[src/hdl/mdt_pkg.sv]
// ---------------------------------------------------------------------------
// mdt_pkg
// Shared types and constants of the modular dot threshold counter.
// ---------------------------------------------------------------------------
`default_nettype none

package mdt_pkg;

  // Digit and register widths
  localparam int DIGIT_W = 8;
  localparam int QUERY_W = 31;
  localparam int TOTAL_W = 32;
  localparam int TCNT_W = 4;
  localparam int CFG_IDX_W = 2;
  localparam int CFG_DATA_W = 32;

  // Default parameter values
  localparam int MAX_DIGITS_DEF = 8;
  localparam int WORD_BITS_DEF = 32;

  // Configuration register indexes
  localparam logic [CFG_IDX_W-1:0] CFG_MODULUS = 2'd0;
  localparam logic [CFG_IDX_W-1:0] CFG_DIGIT_COUNT = 2'd1;
  localparam logic [CFG_IDX_W-1:0] CFG_THRESHOLD = 2'd2;
  localparam logic [CFG_IDX_W-1:0] CFG_QUERY = 2'd3;

  // Control of a bit-serial divider
  typedef struct packed {
    logic load;   // take a new dividend, clear remainder
    logic step;   // produce one quotient bit
    logic first;  // first step of a digit: start from a zero remainder
  } div_ctrl_t;

  // Control of the bit-serial modular multiplier
  typedef struct packed {
    logic load;   // take operands, clear product
    logic step;   // consume one multiplier bit
  } mul_ctrl_t;

endpackage

`default_nettype wire

[src/hdl/mdt_divider.sv]
// ---------------------------------------------------------------------------
// mdt_divider
// Restoring divider by a small modulus, one quotient bit per cycle while step
// is asserted. The quotient stays in the shift register so the next digit can follow.
// ---------------------------------------------------------------------------
`default_nettype none

module mdt_divider #(
  parameter int DIV_W = 32
) (
  input  wire                             clk,
  input  wire mdt_pkg::div_ctrl_t         ctrl,
  input  wire [DIV_W-1:0]                 load_val,
  input  wire [mdt_pkg::DIGIT_W-1:0]      q,
  output logic [DIV_W-1:0]                quo,
  output logic [mdt_pkg::DIGIT_W-1:0]     rem
);

  logic [DIV_W-1:0]            quo_r, quo_nxt;
  logic [mdt_pkg::DIGIT_W-1:0] rem_r, rem_nxt;
  logic [mdt_pkg::DIGIT_W-1:0] rem_use;
  logic [mdt_pkg::DIGIT_W:0]   rem_sh;
  logic [mdt_pkg::DIGIT_W:0]   rem_sub;
  logic                        ge;

  // Shift in the next dividend bit and trial-subtract the modulus
  always_comb begin
    rem_use = ctrl.first ? '0 : rem_r;
    rem_sh  = {rem_use, quo_r[DIV_W-1]};
    rem_sub = rem_sh - {1'b0, q};
    ge      = (rem_sh >= {1'b0, q});
    quo_nxt = quo_r;
    rem_nxt = rem_r;
    if (ctrl.load) begin
      quo_nxt = load_val;
      rem_nxt = '0;
    end else if (ctrl.step) begin
      quo_nxt = {quo_r[DIV_W-2:0], ge};
      rem_nxt = ge ? rem_sub[mdt_pkg::DIGIT_W-1:0] : rem_sh[mdt_pkg::DIGIT_W-1:0];
    end
  end

  always_ff @(posedge clk) begin
    quo_r <= quo_nxt;
    rem_r <= rem_nxt;
  end

  assign quo = quo_r;
  assign rem = rem_r;

endmodule

`default_nettype wire

[src/hdl/mdt_modmul.sv]
// ---------------------------------------------------------------------------
// mdt_modmul
// Bit-serial modular multiplier: double-and-add modulo q, multiplier bits
// taken most significant first, one bit per cycle while step is asserted.
// ---------------------------------------------------------------------------
`default_nettype none

module mdt_modmul (
  input  wire                             clk,
  input  wire mdt_pkg::mul_ctrl_t         ctrl,
  input  wire [mdt_pkg::DIGIT_W-1:0]      md,
  input  wire [mdt_pkg::DIGIT_W-1:0]      qd,
  input  wire [mdt_pkg::DIGIT_W-1:0]      q,
  output logic [mdt_pkg::DIGIT_W-1:0]     prod
);

  logic [mdt_pkg::DIGIT_W-1:0] md_r, md_nxt;
  logic [mdt_pkg::DIGIT_W-1:0] qd_r, qd_nxt;
  logic [mdt_pkg::DIGIT_W-1:0] acc_r, acc_nxt;
  logic [mdt_pkg::DIGIT_W:0]   dbl;
  logic [mdt_pkg::DIGIT_W:0]   dbl_sub;
  logic [mdt_pkg::DIGIT_W-1:0] dbl_red;
  logic [mdt_pkg::DIGIT_W:0]   sum;
  logic [mdt_pkg::DIGIT_W:0]   sum_sub;
  logic [mdt_pkg::DIGIT_W-1:0] sum_red;

  // Double modulo q, then add the multiplicand modulo q when the bit is set
  always_comb begin
    dbl     = {acc_r, 1'b0};
    dbl_sub = dbl - {1'b0, q};
    dbl_red = (dbl >= {1'b0, q}) ? dbl_sub[mdt_pkg::DIGIT_W-1:0]
                                 : dbl[mdt_pkg::DIGIT_W-1:0];
    sum     = {1'b0, dbl_red} + {1'b0, md_r};
    sum_sub = sum - {1'b0, q};
    sum_red = (sum >= {1'b0, q}) ? sum_sub[mdt_pkg::DIGIT_W-1:0]
                                 : sum[mdt_pkg::DIGIT_W-1:0];
    md_nxt  = md_r;
    qd_nxt  = qd_r;
    acc_nxt = acc_r;
    if (ctrl.load) begin
      md_nxt  = md;
      qd_nxt  = qd;
      acc_nxt = '0;
    end else if (ctrl.step) begin
      qd_nxt  = {qd_r[mdt_pkg::DIGIT_W-2:0], 1'b0};
      acc_nxt = qd_r[mdt_pkg::DIGIT_W-1] ? sum_red : dbl_red;
    end
  end

  always_ff @(posedge clk) begin
    md_r  <= md_nxt;
    qd_r  <= qd_nxt;
    acc_r <= acc_nxt;
  end

  assign prod = acc_r;

endmodule

`default_nettype wire

[src/hdl/modular_dot_threshold_counter_unit.sv]
// Each request divides out the offset digit, then for each of t digits (t = clamped digit
//   count) divides, multiplies and adds, then reports; divider width D = max(WORD_BITS, 32).
// Throughput: one request at a time; in_tready rises together with out_tvalid when the
//   result is registered; the bit-serial dividers (one quotient bit per cycle) dominate.
// Reset (rst_n low, synchronous): counters clear, registers return to modulus 2,
//   digit count 1, threshold 1, query item 0; no result pending.
// ---------------------------------------------------------------------------
// modular_dot_threshold_counter_unit
// Splits each message word and the query item plus one into base-q digits,
// forms the modular dot product plus offset, compares against the threshold
// and keeps saturating match and message totals per batch.
// ---------------------------------------------------------------------------
`default_nettype none

module modular_dot_threshold_counter_unit #(
  parameter int MAX_DIGITS = mdt_pkg::MAX_DIGITS_DEF,
  parameter int WORD_BITS  = mdt_pkg::WORD_BITS_DEF
) (
  input  wire                                 clk,
  input  wire                                 rst_n,
  // configuration writes
  input  wire                                 cfg_valid,
  output logic                                cfg_ready,
  input  wire [mdt_pkg::CFG_IDX_W-1:0]        cfg_index,
  input  wire [mdt_pkg::CFG_DATA_W-1:0]       cfg_data,
  // input stream
  input  wire                                 in_tvalid,
  output logic                                in_tready,
  input  wire [((WORD_BITS+7)/8)*8-1:0]       in_tdata,   // message_word
  input  wire                                 in_tlast,   // last_message
  // result stream
  output logic                                out_tvalid,
  input  wire                                 out_tready,
  output logic [2*mdt_pkg::TOTAL_W-1:0]       out_tdata,  // match_total, message_total
  output logic                                out_tuser,  // is_match
  output logic                                out_tlast   // batch_end
);

  localparam int DIV_W = (WORD_BITS > mdt_pkg::QUERY_W + 1) ? WORD_BITS
                                                           : mdt_pkg::QUERY_W + 1;
  localparam int BIT_CNT_W = $clog2(DIV_W);
  localparam int DIG_W = $clog2(MAX_DIGITS + 1);
  localparam int DW = mdt_pkg::DIGIT_W;
  localparam int TW = mdt_pkg::TOTAL_W;

  localparam logic [2:0] ST_IDLE  = 3'd0;
  localparam logic [2:0] ST_DIV   = 3'd1;
  localparam logic [2:0] ST_DIGIT = 3'd2;
  localparam logic [2:0] ST_MUL   = 3'd3;
  localparam logic [2:0] ST_ADD   = 3'd4;
  localparam logic [2:0] ST_DONE  = 3'd5;

  // configuration registers
  logic [DW-1:0]                  modulus_r, modulus_nxt;
  logic [mdt_pkg::TCNT_W-1:0]     digit_count_r, digit_count_nxt;
  logic [DW-1:0]                  threshold_r, threshold_nxt;
  logic [mdt_pkg::QUERY_W-1:0]    query_r, query_nxt;

  // control and datapath registers
  logic [2:0]                     state_r, state_nxt;
  logic [BIT_CNT_W-1:0]           bit_cnt_r, bit_cnt_nxt;
  logic [DIG_W-1:0]               digit_r, digit_nxt;
  logic [DW-1:0]                  acc_r, acc_nxt;
  logic                           last_r, last_nxt;
  logic [TW-1:0]                  match_cnt_r, match_cnt_nxt;
  logic [TW-1:0]                  msg_cnt_r, msg_cnt_nxt;
  logic                           out_valid_r, out_valid_nxt;
  logic                           out_match_r, out_match_nxt;
  logic [TW-1:0]                  out_mtot_r, out_mtot_nxt;
  logic [TW-1:0]                  out_ntot_r, out_ntot_nxt;
  logic                           out_last_r, out_last_nxt;

  // combinational helpers
  logic [DW-1:0]                  q_eff;
  logic [DIG_W-1:0]               t_eff;
  logic                           in_acc;
  logic                           cfg_acc;
  logic                           out_free;
  logic                           hit;
  logic [TW-1:0]                  msg_inc;
  logic [TW-1:0]                  match_inc;
  logic [DW:0]                    add_sum;
  logic [DW:0]                    add_sub;
  logic [DIV_W-1:0]               msg_load;
  logic [DIV_W-1:0]               qv_load;
  logic [mdt_pkg::QUERY_W:0]      qv;

  mdt_pkg::div_ctrl_t             msg_ctrl;
  mdt_pkg::div_ctrl_t             qv_ctrl;
  mdt_pkg::mul_ctrl_t             mul_ctrl;
  logic [DIV_W-1:0]               msg_quo;
  logic [DIV_W-1:0]               qv_quo;
  logic [DW-1:0]                  msg_rem;
  logic [DW-1:0]                  qv_rem;
  logic [DW-1:0]                  prod;

  // Clamp the modulus and the digit count
  always_comb begin
    q_eff = (modulus_r < DW'(2)) ? DW'(2) : modulus_r;
    if (32'(digit_count_r) > 32'(MAX_DIGITS)) begin
      t_eff = DIG_W'(MAX_DIGITS);
    end else begin
      t_eff = DIG_W'(digit_count_r);
    end
  end

  assign cfg_ready = 1'b1;
  assign cfg_acc   = cfg_valid && cfg_ready;
  assign in_tready = (state_r == ST_IDLE);
  assign in_acc    = in_tvalid && in_tready;
  assign out_free  = !out_valid_r || out_tready;

  // Operands of the two dividers
  assign qv       = {1'b0, query_r} + (mdt_pkg::QUERY_W + 1)'(1);
  assign msg_load = DIV_W'(in_tdata[WORD_BITS-1:0]);
  assign qv_load  = DIV_W'(qv);

  mdt_divider #(
    .DIV_W (DIV_W)
  ) u_msg_div (
    .clk      (clk),
    .ctrl     (msg_ctrl),
    .load_val (msg_load),
    .q        (q_eff),
    .quo      (msg_quo),
    .rem      (msg_rem)
  );

  mdt_divider #(
    .DIV_W (DIV_W)
  ) u_qv_div (
    .clk      (clk),
    .ctrl     (qv_ctrl),
    .load_val (qv_load),
    .q        (q_eff),
    .quo      (qv_quo),
    .rem      (qv_rem)
  );

  mdt_modmul u_modmul (
    .clk  (clk),
    .ctrl (mul_ctrl),
    .md   (msg_rem),
    .qd   (qv_rem),
    .q    (q_eff),
    .prod (prod)
  );

  // Configuration register writes
  always_comb begin
    modulus_nxt     = modulus_r;
    digit_count_nxt = digit_count_r;
    threshold_nxt   = threshold_r;
    query_nxt       = query_r;
    if (cfg_acc) begin
      unique case (cfg_index)
        mdt_pkg::CFG_MODULUS:     modulus_nxt     = cfg_data[DW-1:0];
        mdt_pkg::CFG_DIGIT_COUNT: digit_count_nxt = cfg_data[mdt_pkg::TCNT_W-1:0];
        mdt_pkg::CFG_THRESHOLD:   threshold_nxt   = cfg_data[DW-1:0];
        mdt_pkg::CFG_QUERY:       query_nxt       = cfg_data[mdt_pkg::QUERY_W-1:0];
        default:                  ;
      endcase
    end
  end

  // Sequencer: divide out digits, multiply pairs, accumulate, then report
  always_comb begin
    state_nxt     = state_r;
    bit_cnt_nxt   = bit_cnt_r;
    digit_nxt     = digit_r;
    acc_nxt       = acc_r;
    last_nxt      = last_r;
    match_cnt_nxt = match_cnt_r;
    msg_cnt_nxt   = msg_cnt_r;
    out_valid_nxt = out_valid_r;
    out_match_nxt = out_match_r;
    out_mtot_nxt  = out_mtot_r;
    out_ntot_nxt  = out_ntot_r;
    out_last_nxt  = out_last_r;

    msg_ctrl = '0;
    qv_ctrl  = '0;
    mul_ctrl = '0;

    add_sum   = {1'b0, acc_r} + {1'b0, prod};
    add_sub   = add_sum - {1'b0, q_eff};
    hit       = (acc_r >= threshold_r);
    msg_inc   = (msg_cnt_r == '1) ? msg_cnt_r : msg_cnt_r + TW'(1);
    match_inc = (match_cnt_r == '1) ? match_cnt_r : match_cnt_r + TW'(1);

    // drop the result once taken
    if (out_valid_r && out_tready) begin
      out_valid_nxt = 1'b0;
    end

    unique case (state_r)
      ST_IDLE: begin
        if (in_acc) begin
          msg_ctrl.load = 1'b1;
          qv_ctrl.load  = 1'b1;
          last_nxt      = in_tlast;
          digit_nxt     = '0;
          bit_cnt_nxt   = '0;
          state_nxt     = ST_DIV;
        end
      end
      ST_DIV: begin
        msg_ctrl.step  = 1'b1;
        msg_ctrl.first = (bit_cnt_r == '0);
        qv_ctrl.step   = (digit_r != '0);
        qv_ctrl.first  = (bit_cnt_r == '0);
        bit_cnt_nxt    = bit_cnt_r + BIT_CNT_W'(1);
        if (bit_cnt_r == BIT_CNT_W'(DIV_W - 1)) begin
          state_nxt = ST_DIGIT;
        end
      end
      ST_DIGIT: begin
        bit_cnt_nxt = '0;
        if (digit_r == '0) begin
          // lowest message digit is the offset
          acc_nxt = msg_rem;
          if (t_eff == '0) begin
            state_nxt = ST_DONE;
          end else begin
            digit_nxt = DIG_W'(1);
            state_nxt = ST_DIV;
          end
        end else begin
          mul_ctrl.load = 1'b1;
          state_nxt     = ST_MUL;
        end
      end
      ST_MUL: begin
        mul_ctrl.step = 1'b1;
        bit_cnt_nxt   = bit_cnt_r + BIT_CNT_W'(1);
        if (bit_cnt_r == BIT_CNT_W'(DW - 1)) begin
          state_nxt = ST_ADD;
        end
      end
      ST_ADD: begin
        acc_nxt     = (add_sum >= {1'b0, q_eff}) ? add_sub[DW-1:0] : add_sum[DW-1:0];
        bit_cnt_nxt = '0;
        if (digit_r == t_eff) begin
          state_nxt = ST_DONE;
        end else begin
          digit_nxt = digit_r + DIG_W'(1);
          state_nxt = ST_DIV;
        end
      end
      ST_DONE: begin
        // hold until the output register is free
        if (out_free) begin
          out_valid_nxt = 1'b1;
          out_match_nxt = hit;
          out_mtot_nxt  = hit ? match_inc : match_cnt_r;
          out_ntot_nxt  = msg_inc;
          out_last_nxt  = last_r;
          if (last_r) begin
            match_cnt_nxt = '0;
            msg_cnt_nxt   = '0;
          end else begin
            match_cnt_nxt = hit ? match_inc : match_cnt_r;
            msg_cnt_nxt   = msg_inc;
          end
          state_nxt = ST_IDLE;
        end
      end
      default: begin
        state_nxt = ST_IDLE;
      end
    endcase
  end

  // Control state and configuration
  always_ff @(posedge clk) begin
    if (!rst_n) begin
      state_r       <= ST_IDLE;
      out_valid_r   <= 1'b0;
      match_cnt_r   <= '0;
      msg_cnt_r     <= '0;
      modulus_r     <= DW'(2);
      digit_count_r <= mdt_pkg::TCNT_W'(1);
      threshold_r   <= DW'(1);
      query_r       <= '0;
    end else begin
      state_r       <= state_nxt;
      out_valid_r   <= out_valid_nxt;
      match_cnt_r   <= match_cnt_nxt;
      msg_cnt_r     <= msg_cnt_nxt;
      modulus_r     <= modulus_nxt;
      digit_count_r <= digit_count_nxt;
      threshold_r   <= threshold_nxt;
      query_r       <= query_nxt;
    end
  end

  // Payload registers
  always_ff @(posedge clk) begin
    bit_cnt_r   <= bit_cnt_nxt;
    digit_r     <= digit_nxt;
    acc_r       <= acc_nxt;
    last_r      <= last_nxt;
    out_match_r <= out_match_nxt;
    out_mtot_r  <= out_mtot_nxt;
    out_ntot_r  <= out_ntot_nxt;
    out_last_r  <= out_last_nxt;
  end

  assign out_tvalid = out_valid_r;
  assign out_tdata  = {out_ntot_r, out_mtot_r};
  assign out_tuser  = out_match_r;
  assign out_tlast  = out_last_r;

endmodule

`default_nettype wire
[config.mk]
export PLATFORM = sky130hd
export DESIGN_NAME = modular_dot_threshold_counter_unit
export DESIGN_NICKNAME = d
export VERILOG_FILES = /design/src/hdl/mdt_pkg.sv /design/src/hdl/mdt_divider.sv /design/src/hdl/mdt_modmul.sv /design/src/hdl/modular_dot_threshold_counter_unit.sv
export SDC_FILE = /design/constraint.sdc
export NUM_CORES = 1
export LEC_CHECK = 0
export BUFFER_PORTS_ARGS = -buffer_cell sky130_fd_sc_hd__buf_2
export CAP_MARGIN = 10
export CELL_PAD_IN_SITES_DETAIL_PLACEMENT = 1
export CELL_PAD_IN_SITES_GLOBAL_PLACEMENT = 1
export CORE_MARGIN = 1
export CORE_UTILIZATION = 50
export DETAILED_ROUTE_END_ITERATION = 6
export PLACE_DENSITY = 0.86
export SYNTH_ARGS = -nofsm -noshare
export SYNTH_HDL_FRONTEND = slang
export SYNTH_SLANG_ARGS = --single-unit
[constraint.sdc]
create_clock -name clk -period 18.1 [get_ports clk]
set_input_delay 3.62 -clock clk [delete_from_list [all_inputs] [get_ports clk]]
set_output_delay 3.62 -clock clk [all_outputs]
set_load 0.02 [all_outputs]
# == Word-level counts from Yosys, hierarchy flattened ==
# Index checks and enable logic that the tools add are counted.
# word_totals
regBits,307
out_inout_bits,69
elab_cells,139
# op_classes
add_sub_neg,12
order_cmp,8
eq_ne,20
n_mux,48
n_reduce_logical,28
# op_table
cell,n
2-to-1 mux 32 bit,9
2-to-1 mux 8 bit,12
adder 32 x 1 -> 32 bit (second input constant),2
== test 32 bit (second input constant),2
greater-or-equal comparator 9 x 8 -> 1 bit,5
subtractor 8 bit,5
adder 31 x 1 -> 32 bit (second input constant),1
2-to-1 mux 3 bit,7
2-to-1 mux 4 bit,5
adder 8 x 8 -> 9 bit,2
one-hot mux 3 bit (6 select lines),1
one-hot mux 8 bit (2 select lines),1
AND reduction 2 bit,8
one-hot mux 5 bit (3 select lines),1
inequality test 2 bit (second input constant),6
one-hot mux 4 bit (3 select lines),1
greater-or-equal comparator 8 bit,1
logical NOT 4 bit,2
< comparator 8 x 2 -> 1 bit (second input constant),1
2-to-1 mux 1 bit,8
nonzero test 2 bit,4
== test 3 x 2 -> 1 bit (second input constant),2
== test 3 bit (second input constant),2
nonzero test 3 bit,2
other kinds (22),26

# == Longest topological paths before layout ==
# Gate-level depths: netlist (run 1).
# logic_depth
ltp_word,8
mapped_depth,27
mapped_depth_nobuf,26

# == By module ==
# A second synthesis (run 1) with hierarchy kept.
# hier_totals
cells_unflattened,1846
area_unflattened_um2,17877.1
# by_module_without_submodules
module,instances,cells_each,area_per_inst_um2,seq_area_each_um2
modular_dot_threshold_counter_unit,1,1257,11198.2,4904.7
mdt_divider,2,181,2225.9,1121.1
mdt_modmul,1,227,2227.1,640.6

# == Worst setup path before layout (run 1) ==
# Ideal clock, no wire load.
# synth_path
path_kind,input to register
startpoint,input out_tready
endpoint,register match_cnt_r[14]
setup_time_ps,118
t_arrival_ps,6679
required_time_ps,17982
path_slack_ps,11303
stages,6
n_path_buf,1
path_cell_list,nand2b_1 nand2_1 inv_1 clkbuf_1 o21ai_0 a32o_1
# synth_via
elab_chain_cells,2
# synth_lines
element,line_no,text
"start, declared",modular_dot_threshold_counter_unit.sv:33,"input wire out_tready,"
logical OR 1 bit,modular_dot_threshold_counter_unit.sv:111,assign out_free = !out_valid_r || out_tready;
AND reduction 2 bit (no line),n/a,
"end signal, assigned",modular_dot_threshold_counter_unit.sv:288,match_cnt_r <= match_cnt_nxt;
"end, declared",modular_dot_threshold_counter_unit.sv:65,"logic [TW-1:0] match_cnt_r, match_cnt_nxt;"
# Every way passes these cells.
# A chain may end at the register's enable or synchronous reset.

# == Worst setup path after layout (run 1) ==
# layout_path
startpoint,register modulus_r[4]
endpoint,"register u_modmul.acc_r, in the netlist u_modmul.prod[5]"
# layout_via
elab_chain_cells,8
word_cells_on_any_way,10
cone_classes,add/sub (3); order compare (3); mux (4)
# layout_lines
element,line_no,text
"start, declared",modular_dot_threshold_counter_unit.sv:54,"logic [DW-1:0] modulus_r, modulus_nxt;"
"start signal, assigned",modular_dot_threshold_counter_unit.sv:290,modulus_r <= modulus_nxt;
< comparator 8 x 2 -> 1 bit,modular_dot_threshold_counter_unit.sv:99,q_eff = (modulus_r < DW'(2)) ? DW'(2) : modulus_r;
2-to-1 mux 8 bit *,modular_dot_threshold_counter_unit.sv:99,
subtractor 8 bit / greater-or-equal comparator 9 x 8 -> 1 bit (equally long branches),"mdt_modmul.sv:30, mdt_modmul.sv:31",
2-to-1 mux 8 bit,mdt_modmul.sv:31,"dbl_red = (dbl >= {1'b0, q}) ? dbl_sub[mdt_pkg::DIGIT_W-1:0]"
adder 8 x 8 -> 9 bit,mdt_modmul.sv:33,"sum = {1'b0, dbl_red} + {1'b0, md_r};"
subtractor 8 bit / greater-or-equal comparator 9 x 8 -> 1 bit (equally long branches),"mdt_modmul.sv:34, mdt_modmul.sv:35",
2-to-1 mux 8 bit,mdt_modmul.sv:35,"sum_red = (sum >= {1'b0, q}) ? sum_sub[mdt_pkg::DIGIT_W-1:0]"
2-to-1 mux 8 bit *,mdt_modmul.sv:46,acc_nxt = qd_r[mdt_pkg::DIGIT_W-1] ? sum_red : dbl_red;
"end signal, assigned",mdt_modmul.sv:53,acc_r <= acc_nxt;
"end, declared",mdt_modmul.sv:19,"logic [mdt_pkg::DIGIT_W-1:0] acc_r, acc_nxt;"
# Every way passes the cells marked *; elsewhere a longest branch is shown, timed or not.

==> results of run 1 <==
## how the worst max path moves through the flow
stage                                         start  slack [ps]                       endpoint  cells past startpoint
after floorplan                          out_tready       11300   match_cnt_r[14]$_SDFFE_PN0P_                      6
after global placement    modulus_r[3]$_SDFFE_PN0P_       10890  u_modmul.prod[5]$_SDFFE_PP0P_                     26
after detailed placement  modulus_r[3]$_SDFFE_PN0P_       10690  u_modmul.prod[5]$_SDFFE_PP0P_                     26
after CTS                 modulus_r[4]$_SDFFE_PN0P_       10600  u_modmul.prod[5]$_SDFFE_PP0P_                     26
after global routing      modulus_r[4]$_SDFFE_PN0P_       10120  u_modmul.prod[5]$_SDFFE_PP0P_                     26
final                     modulus_r[4]$_SDFFE_PN0P_       10620  u_modmul.prod[5]$_SDFFE_PP0P_                     26
## final cells by class
cell class | count | area, µm²
well taps | 442 | 553.0
inverters | 62 | 235.2
diodes | 2 | 5.005
flip-flops and latches | 307 | 7787
fillers | 3799 | 13800
multi-input cells | 1374 | 8452
clock buffers | 46 | 1002
repair buffers | 147 | 778.2
clock inverters | 18 | 172.7
## state kept, by name, indices dropped and copies added (netlist names), 3 cells and up
register       count
u_modmul.qd_r      8
match_cnt_r       32
digit_r            4
out_ntot_r        32
u_modmul.md_r      8
query_r           31
u_msg_div.rem      8
out_mtot_r        32
u_msg_div.quo     32
digit_count_r      4
threshold_r        8
bit_cnt_r          5
u_qv_div.quo      32
u_modmul.prod      8
msg_cnt_r         32
modulus_r          8
u_qv_div.rem       8
state_r            3
acc_r              8
## worst max-delay path, stage by stage, from the launching register on
cell and delay [ps]:
dfxtp_1 320, or4_1 550, or4_1 430, nor2b_1 150, buf_4 190, ha_1 330, or4b_2 590, o221ai_1 320
a21oi_1 190, o211ai_2 370, nand2_1 100, o21ai_0 230, inv_1 100, ha_1 290, a21o_1 190, a211oi_1 330
o21ai_0 120, o21ai_0 110, xor2_1 210, inv_1 60, ha_1 170, a211oi_1 230, o21ai_0 120, a31oi_1 280
nor2b_1 620, mux2_2 430, a221o_1 330
## cells in the final DEF (no fill, tap or decap), types with 11 or more instances in the layout
master | Yosys | final
o211ai_1 | 12 | 12
nor3_1 | 37 | 37
and2_1 | 25 | 25
nand2_1 | 334 | 332
edfxtp_1 | 164 | 164
or3_1 | 26 | 26
nor2_1 | 116 | 116
nand3_1 | 63 | 63
o21ai_0 | 118 | 118
inv_1 | 59 | 57
clkbuf_16 | 0 | 39
o21a_1 | 17 | 17
buf_2 | 9 | 138
dfxtp_1 | 143 | 143
xnor2_1 | 64 | 64
a211oi_1 | 11 | 11
nand2b_1 | 14 | 14
or4_1 | 12 | 12
nand4_1 | 31 | 31
mux2_2 | 11 | 11
a31oi_1 | 23 | 23
xor2_1 | 58 | 58
and3_1 | 18 | 18
nor2b_1 | 17 | 17
nor4_1 | 11 | 11
ha_1 | 73 | 73
mux2i_1 | 25 | 25
a21oi_1 | 121 | 121
## layer usage
metal | up-vias | share of wire, % | track usage, % | wire, µm
li1 | 6736 | - | - | -
met1 | 7187 | 41 | 33.45 | 20180
met2 | 345 | 52 | 52.07 | 25550
met3 | 99 | 3.9 | 3.480 | 1898
met4 | 4 | 3.3 | 11.44 | 1602
met5 | - | 0.053 | 0 | 26
## cell families (layout without fill, tap and decap cells)
logic type               count (synthesis)  in the layout
AO/OA/AOI/OAI                          391            391
XOR/XNOR                               122            122
adder cells (fa/ha/maj)                 80             80
buffers and inverters                  146            273
flip-flops                             307            307
multiplexers                            36             36
other                                    1              3
AND/OR/NAND/NOR                        744            744
## report_power, final
group	internal (mW)	switching, mW
logic	0.467	0.641
clock network	0.435	0.295
registers	0.807	0.0509
total	1.71	0.987
==> run metrics, run 1 <==
outcome completed; Final Cell Area 18,990 µm²; syn nets 1,979; top cells by area, synth edfxtp_1 (29%), dfxtp_1 (17%), nand2_1 (7.5%); Worst Max-Slew Pin Slew 1164 ps; worst reg2reg path startpoint modulus_r[4]$_SDFFE_PN0P_; Synth Flop Type edfxtp_1; CP startpoint kind flip-flop; dpl cell area 17,780 µm²; worst hold path cell count 2; clock-pin slew on the worst setup and hold paths 60 ps; post-layout min period 7477 ps; core area 32,780 µm²; largest family of logic cells by synthesized area simple AND/OR/NAND/NOR gates; initial core utilization 51.23%; Peak VDD IR 0.00009521 V; GRT Util Overall 28.44%; sequential-to-total area share from yosys stat 46.36%; DRC violations left 0; cell count after synthesis 1,827; Skew-Pair Late Insertion Delay 540 ps; number of flops mapped to enable cells by yosys 164; Via density 5.993; num rows 66; most common cell in the netlist nand2_1; Avg WL per Cell 20.54 µm; worst endpoint required time 18,500 ps; Post-Syn Area 16,800 µm²; Sink Count 307; CTS root buffer clkbuf_16; Worst slew margin 22.40%; routability congestion estimate 0.8943; Final setup viols 0; Synth async-reset ratio 0%; top post-synthesis cells by count nand2_1 (334), edfxtp_1 (164), dfxtp_1 (143), a21oi_1 (121), o21ai_0 (118); max cap viols 0; post_cts resized 0; R2R Setup Slk 10,620 ps; Detailed Route WL 49,260 µm; DR vias 14,370; Top-Level Pins 141; pre-CTS WS 10,690 ps; Leakage 7.108 nW; die area 34,330 µm²; HP Class reg -> reg; fraction of layout cells with a size suffix above 1 12.23%; CTS tree built; setup TNS 0 ps; mux cell area share after synthesis 2.227%; first drt pass iteration count 5; DRT antenna net count 0; synthesized area per cell 9.193 µm²; R2R Path End u_modmul.prod[5]$_SDFFE_PP0P_; Hold WS 463.7 ps; crit path capture type flip-flop; # Post-CTS Setup Buffers 0; Hold Path Sink threshold_r[7]$_SDFFE_PN0P_; final worst path period share 41.31%; DIE HEIGHT 185.3 µm; critical path class reg -> reg; post-synthesis compound-gate area fraction 14.30%; dpl hpwl 32,790 µm; CP arrival 7870 ps; share of the synthesized area in the top cell type 29.32%; Worst Skew 27.81 ps; largest net degree at the start of global routing 98; post-route insts no fill 2,398; H-Tree Depth 2; Adder-Cell Fraction of Synth Area 6.272%; max-slew violation count 0; RSZ-0062 raised after global routing no; IO buf count 138; Fmax 133.7 MHz; Seq cells post-synth 307; first-pass GRT wire length 77,520 µm; number of hold violations in the final report 0; fin nets 2,079; first-iteration detailed-routing DRC count 813; synth warn 0; Placed Cells 2,331; Overflow after GRT 0; Post-CTS Hold Buffers 0; final setup margin 10,620 ps; Design Power 2.697 mW; Synth Area in XOR/XNOR 6.362%; vias in the first global route 14,990; hold wc startpoint threshold_r[7]$_SDFFE_PN0P_; initial antenna violation count 4; Inserted Clock Buffers 35; power density cells 142.0 nW/µm²; Final Util 57.91%; Crit Path Max Fanout 8; Die X-Extent 185.3 µm; Synth-to-Final Area Change 13.04%; simple-gate share of the synthesized area 21.08%; library cells used by synthesis 80; r2r worst-path depth 26; largest area contributor in the netlist edfxtp_1; Max Buffers Root-to-Sink 3
No activity file was read; power rests on OpenSTA's default activity.
==> run 2, diff against run 1 <==
- CORE_UTILIZATION: 50 -> 47
- PLACE_DENSITY: 0.86 -> 0.82
- clock period: 18.1 -> 6.95 ns (I/O delays scaled with it)
==> run 2 against run 1 <==
  * Register-to-register slack got worse by 10000 ps
  * Critical path depth fell by 4
  * Core utilization fell by 3.1 points
  * Flip-flop and latch count did not move
  * Via count fell by 1.3%
  * Fmax rose by 13%
  * Critical endpoint unchanged
  * Combinational power rose to 2.7 times the previous value
  * Largest cell class unchanged
  * Wire length fell by 2.3%
==> run metrics, run 2 (synthesis gave the netlist of run 1 again) <==
outcome completed; CP peak stage delay 640 ps; worst reg2reg path startpoint modulus_r[3]$_SDFFE_PN0P_; routability congestion estimate 0.8812; Final Cell Area 19,130 µm²; Crit Path Max Fanout 6; CP startpoint kind flip-flop; Critical Path, Cell by Cell or4_1, or4_1, nor2b_1, ha_1, or4b_2, o221ai_4, a21oi_1, o211ai_2, buf_4, mux2_2, ha_1, nor2b_2, nor3_2, o31ai_2, xor2_1, ha_1, nand4_1, o21ai_0, a31oi_1, nor2b_1, mux2_2, a221o_1; Worst slew margin 22.05%; DR vias 14,190; worst endpoint required time 7380 ps; Hold Path Sink threshold_r[6]$_SDFFE_PN0P_; Flop pwr share 31.1%; Final setup viols 0; Via density 5.868; Peak VDD IR 0.0003449 V; Max Buffers Root-to-Sink 3; first drt pass iteration count 5; num rows 68; initial antenna violation count 4; hold wc startpoint threshold_r[6]$_SDFFE_PN0P_; Die X-Extent 191.0 µm; clock-pin slew on the worst setup and hold paths 60 ps; CTS root buffer clkbuf_16; first-pass GRT wire length 76,420 µm; r2r worst-path depth 22; core area 34,880 µm²; GRT Util Overall 26.18%; die area 36,500 µm²; Synth-to-Final Area Change 13.89%; clock power share 28.0%; Fmax 150.6 MHz; CP arrival 7060 ps; dpl hpwl 32,320 µm; R2R Setup Slk 310 ps; Fill cells 4,026; commonest cells after routing, fill and taps aside nand2_1 (333), edfxtp_1 (164), dfxtp_1 (143), buf_2 (138), a21oi_1 (121); DIE HEIGHT 191.0 µm; DRT antenna net count 0; Worst path slowest cell or4b_2; fin nets 2,085; dpl cell area 17,810 µm²; Inserted Clock Buffers 36; Internal Power 4.608 mW; Net Sw Power 2.598 mW; Leakage 7.166 nW; largest net degree at the start of global routing 98; R2R Path End u_modmul.prod[5]$_SDFFE_PP0P_; final worst path period share 95.52%; logic gate share of total power 40.9%; sw frac 36.06%; fraction of layout cells with a size suffix above 1 12.90%; first-iteration detailed-routing DRC count 734; Worst Skew 35.29 ps; Overflow after GRT 0; critical path class reg -> reg; CP dominant cell by count ha_1; Avg WL per Cell 19.90 µm; worst hold path cell count 2; IO buf count 138; CTS tree built; vias in the first global route 14,770; max-slew violation count 0; crit path capture type flip-flop; Sink Count 307; Top-Level Pins 141; Worst Max-Slew Pin Slew 1169 ps; post-layout min period 6639 ps; commonest non-fill, non-tap cell in the layout nand2_1; Skew-Pair Late Insertion Delay 560 ps; max cap viols 0; H-Tree Depth 2; FF+latch area 7787 µm²; number of hold violations in the final report 0; power density cells 376.7 nW/µm²; Hold WS 467.3 ps; initial core utilization 48.15%; multi-input logic area 8488 µm²; DRC violations left 0; HP Class reg -> reg; Detailed Route WL 48,110 µm
[run 2: cell types whose count changed in the layout (fill, tap and decap cells not counted), sizes merged]
cell and change:
buf +5, clkinv -3, inv +2, bufinv +2
clkbuf +1
[run 2: through the flow]
step                      total power, mW  setup TNS [ps]  setup WS [ps]  utilization, %  cells
after floorplan                     4.417               0          563.2               -   1827
after global placement              4.890               0          436.0           51.07   2347
after detailed placement            5.074               0          220.3           51.07   2347
after CTS                           7.117               0          129.4           54.65   2413
after global routing                7.628          -77.69         -66.14           54.84   2418
final                               7.207               0          311.4           54.84   2418
[run 2: layer usage]
| metal | global-route usage [%] | routed length (µm) |
|---|---|---|
| met1 | 33.15 | 20880 |
| met2 | 45.21 | 24020 |
| met3 | 3.745 | 1778 |
| met4 | 9.415 | 1412 |
| met5 | 0 | 26 |
[run 2: power by group through the flow]
stage | Clock, mW | Sequential, mW | Combinational [mW]
global placement | 0 | 2.26 | 2.63
detailed placement | 0 | 2.27 | 2.81
finish | 2.02 | 2.24 | 2.95
global route | 2.11 | 2.25 | 3.27
CTS | 2.04 | 2.24 | 2.84
floorplan | 0 | 2.21 | 2.21
[run 2: critical path, delay by kind of cell, from the launching register on]
family                   cells  cell delay, ps
adder cells (fa/ha/maj)      3            1010
multiplexers                 2             720
AND/OR/NAND/NOR              8            2450
buffers and inverters        1             170
AO/OA/AOI/OAI                7            1610
flip-flops                   1             310
XOR/XNOR                     1             250
[run 2: what timing repair did]
action | 4_1_cts | 5_1_grt
setup buffers | 0 | 3
setup endpoints to repair | 0 | 8
hold endpoints to repair | 0 | 0
resized for setup | 0 | 9
hold buffers | 0 | 0
[run 2: cell type report]
class                   count  area share (%)
multi-input cells        1374           44.37
flip-flops and latches    307           40.71
clock buffers              47           5.252
repair buffers            152           4.160
well taps                 455           2.976
clock inverters            19           1.282
inverters                  62           1.223
diodes                      2         0.02616
[run 2: worst max-delay path by stage]
| stage | startpoint | to | depth (start not counted) | slack (ps) |
|---|---|---|---|---|
| 2_1_floorplan | modulus_r[3]$_SDFFE_PN0P_ | u_modmul.prod[5]$_SDFFE_PP0P_ | 24 | 560 |
| 3_5_place_dp | modulus_r[3]$_SDFFE_PN0P_ | u_modmul.prod[5]$_SDFFE_PP0P_ | 23 | 220 |
| 4_1_cts | modulus_r[3]$_SDFFE_PN0P_ | u_modmul.prod[5]$_SDFFE_PP0P_ | 23 | 130 |
| 5_1_grt | modulus_r[3]$_SDFFE_PN0P_ | u_modmul.prod[5]$_SDFFE_PP0P_ | 22 | -70 |
| 6_report | modulus_r[3]$_SDFFE_PN0P_ | u_modmul.prod[5]$_SDFFE_PP0P_ | 22 | 310 |
| 3_3_place_gp | modulus_r[3]$_SDFFE_PN0P_ | u_modmul.prod[5]$_SDFFE_PP0P_ | 25 | 440 |
==> run 3, diff against run 2 <==
- CORE_MARGIN: 1 -> 2
==> run 3 against run 2 <==
  * Clock-buffer cell count grew 2
  * Register-to-register slack got worse by 20 ps
  * Global-route usage is essentially flat
  * Sequential share of layout area about the same
==> run metrics, run 3 (synthesis gave the netlist of run 1 again) <==
Die X-Extent 193.0 µm; outcome completed; GRT Util Overall 26.15%; dpl hpwl 32,630 µm; DRT antenna net count 0; dpl cell area 17,820 µm²; Skew-Pair Late Insertion Delay 540 ps; num rows 69; CP peak stage delay 610 ps; Max Buffers Root-to-Sink 3; post-layout min period 6654 ps; Avg WL per Cell 20.08 µm; commonest non-fill, non-tap cell in the layout nand2_1; initial antenna violation count 4; final worst path period share 95.74%; Synth-to-Final Area Change 13.90%; crit path capture type flip-flop; RSZ-0062 raised after global routing no; Detailed Route WL 48,760 µm; setup TNS 0 ps; CTS root buffer clkbuf_16; Fmax 150.3 MHz; fraction of layout cells with a size suffix above 1 12.89%; Crit Path Max Fanout 6; vias in the first global route 14,850; number of hold violations in the final report 0; Leakage 7.160 nW; IO buf count 138; core area 35,400 µm²; Fill cells 4,091; H-Tree Depth 2; Worst Skew 14.98 ps; DIE HEIGHT 193.0 µm; Critical path buffers and inverters 1; fin nets 2,086; die area 37,260 µm²; CP arrival 7070 ps; CP startpoint kind flip-flop; first drt pass iteration count 5; Hold WS 463.9 ps; Via density 5.844; clock-pin slew on the worst setup and hold paths 50 ps; Final setup viols 0; Peak VDD IR 0.0003184 V; Design Power 7.153 mW; Overflow after GRT 0; max cap viols 0; Worst slew margin 24.36%; Worst path slowest cell or4b_2; Worst Max-Slew Pin Slew 1135 ps; CTS tree built; routability congestion estimate 0.8706; commonest cells after routing, fill and taps aside nand2_1 (332), edfxtp_1 (164), dfxtp_1 (143), buf_2 (138), a21oi_1 (121); Inserted Clock Buffers 37; power density cells 373.9 nW/µm²; max-slew violation count 0; worst endpoint required time 7370 ps; CP Launch Point modulus_r[3]$_SDFFE_PN0P_; initial core utilization 47.45%; Final Util 54.05%; HP Class reg -> reg; first-pass GRT wire length 77,800 µm; Final Cell Area 19,130 µm²; hold wc startpoint threshold_r[1]$_SDFFE_PN0P_; DR vias 14,190; first-iteration detailed-routing DRC count 797; worst reg2reg path startpoint modulus_r[3]$_SDFFE_PN0P_; Top-Level Pins 141; DRC violations left 0; Sink Count 307; CP top delay family simple AND/OR/NAND/NOR gates; Critical Path, Cell by Cell or4_1, or4_1, nor2b_1, ha_1, or4b_2, o221ai_1, a21oi_1, o211ai_2, buf_4, mux2_2, ha_1, nor2b_1, nor3_1, o31ai_2, xor2_1, ha_1, nand4_1, o21ai_0, a31oi_2, nor2b_1, mux2_2, a221o_1; critical path class reg -> reg; largest net degree at the start of global routing 99
==> run 3: cell count changes in the layout (fill, tap and decap cells not counted), sizes merged <==
cell and delta:
clkinv +1, inv -1, clkbuf +2, bufinv -1
clkinvlp +1, diode +2
==> run 3: cell type report <==
cell class,instances,area (µm²),share of cell area (%)
antenna,4,10.01,0.05232
clock inverter,19,200.2,1.046
sequential,307,7787,40.71
inverter,62,235.2,1.230
timing repair buffer,152,815.8,4.264
clock buffer,49,1033,5.402
multi-input combinational,1374,8472,44.28
tap,461,576.8,3.015
==> run 3: power by group <==
| group | internal (mW) | switching (mW) | leakage, nW |
|---|---|---|---|
| sequential | 2.10 | 0.130 | 2.62 |
| combinational | 1.27 | 1.66 | 3.93 |
| clock | 1.20 | 0.794 | 0.608 |
==> run 3: repair_timing <==
| item | 4_1_cts | 5_1_grt |
|---|---|---|
| hold buffers | 0 | 0 |
| gates resized for setup | 0 | 6 |
| buffers inserted | 0 | 2 |
| endpoints found under the setup margin | 0 | 7 |
| endpoints found under the hold margin | 0 | 0 |
==> run 3: routing by layer <==
| layer | share of wire [%] | global-route usage, % |
|---|---|---|
| met5 | 0.049 | 0 |
| met4 | 3.2 | 9.586 |
| met3 | 3.8 | 3.783 |
| met2 | 50 | 45.41 |
| met1 | 43 | 33.06 |
==> run 3: final timing paths <==
kind | endpoint | slack (ps) | depth (start not counted)
worst max-delay path | u_modmul.prod[5]$_SDFFE_PP0P_ | 300 | 22
worst min-delay path | threshold_r[1]$_SDFFE_PN0P_ | 460 | 2
worst max register to register | u_modmul.prod[5]$_SDFFE_PP0P_ | 300 | 22
worst min register to register | threshold_r[1]$_SDFFE_PN0P_ | 460 | 2
==> run 3: worst min-delay path, delay by kind of cell (launching register included) <==
kind,cells,cell delay (ps)
compound gates,1,50
simple gates,1,60
flops,1,310
==> run 3: metrics by stage <==
step	std cells	worst slack, ps
floorplan	1827	563.2
global placement	2353	421.2
detailed placement	2353	182.4
CTS	2421	180.7
global route	2426	56.11
finish	2428	296.1
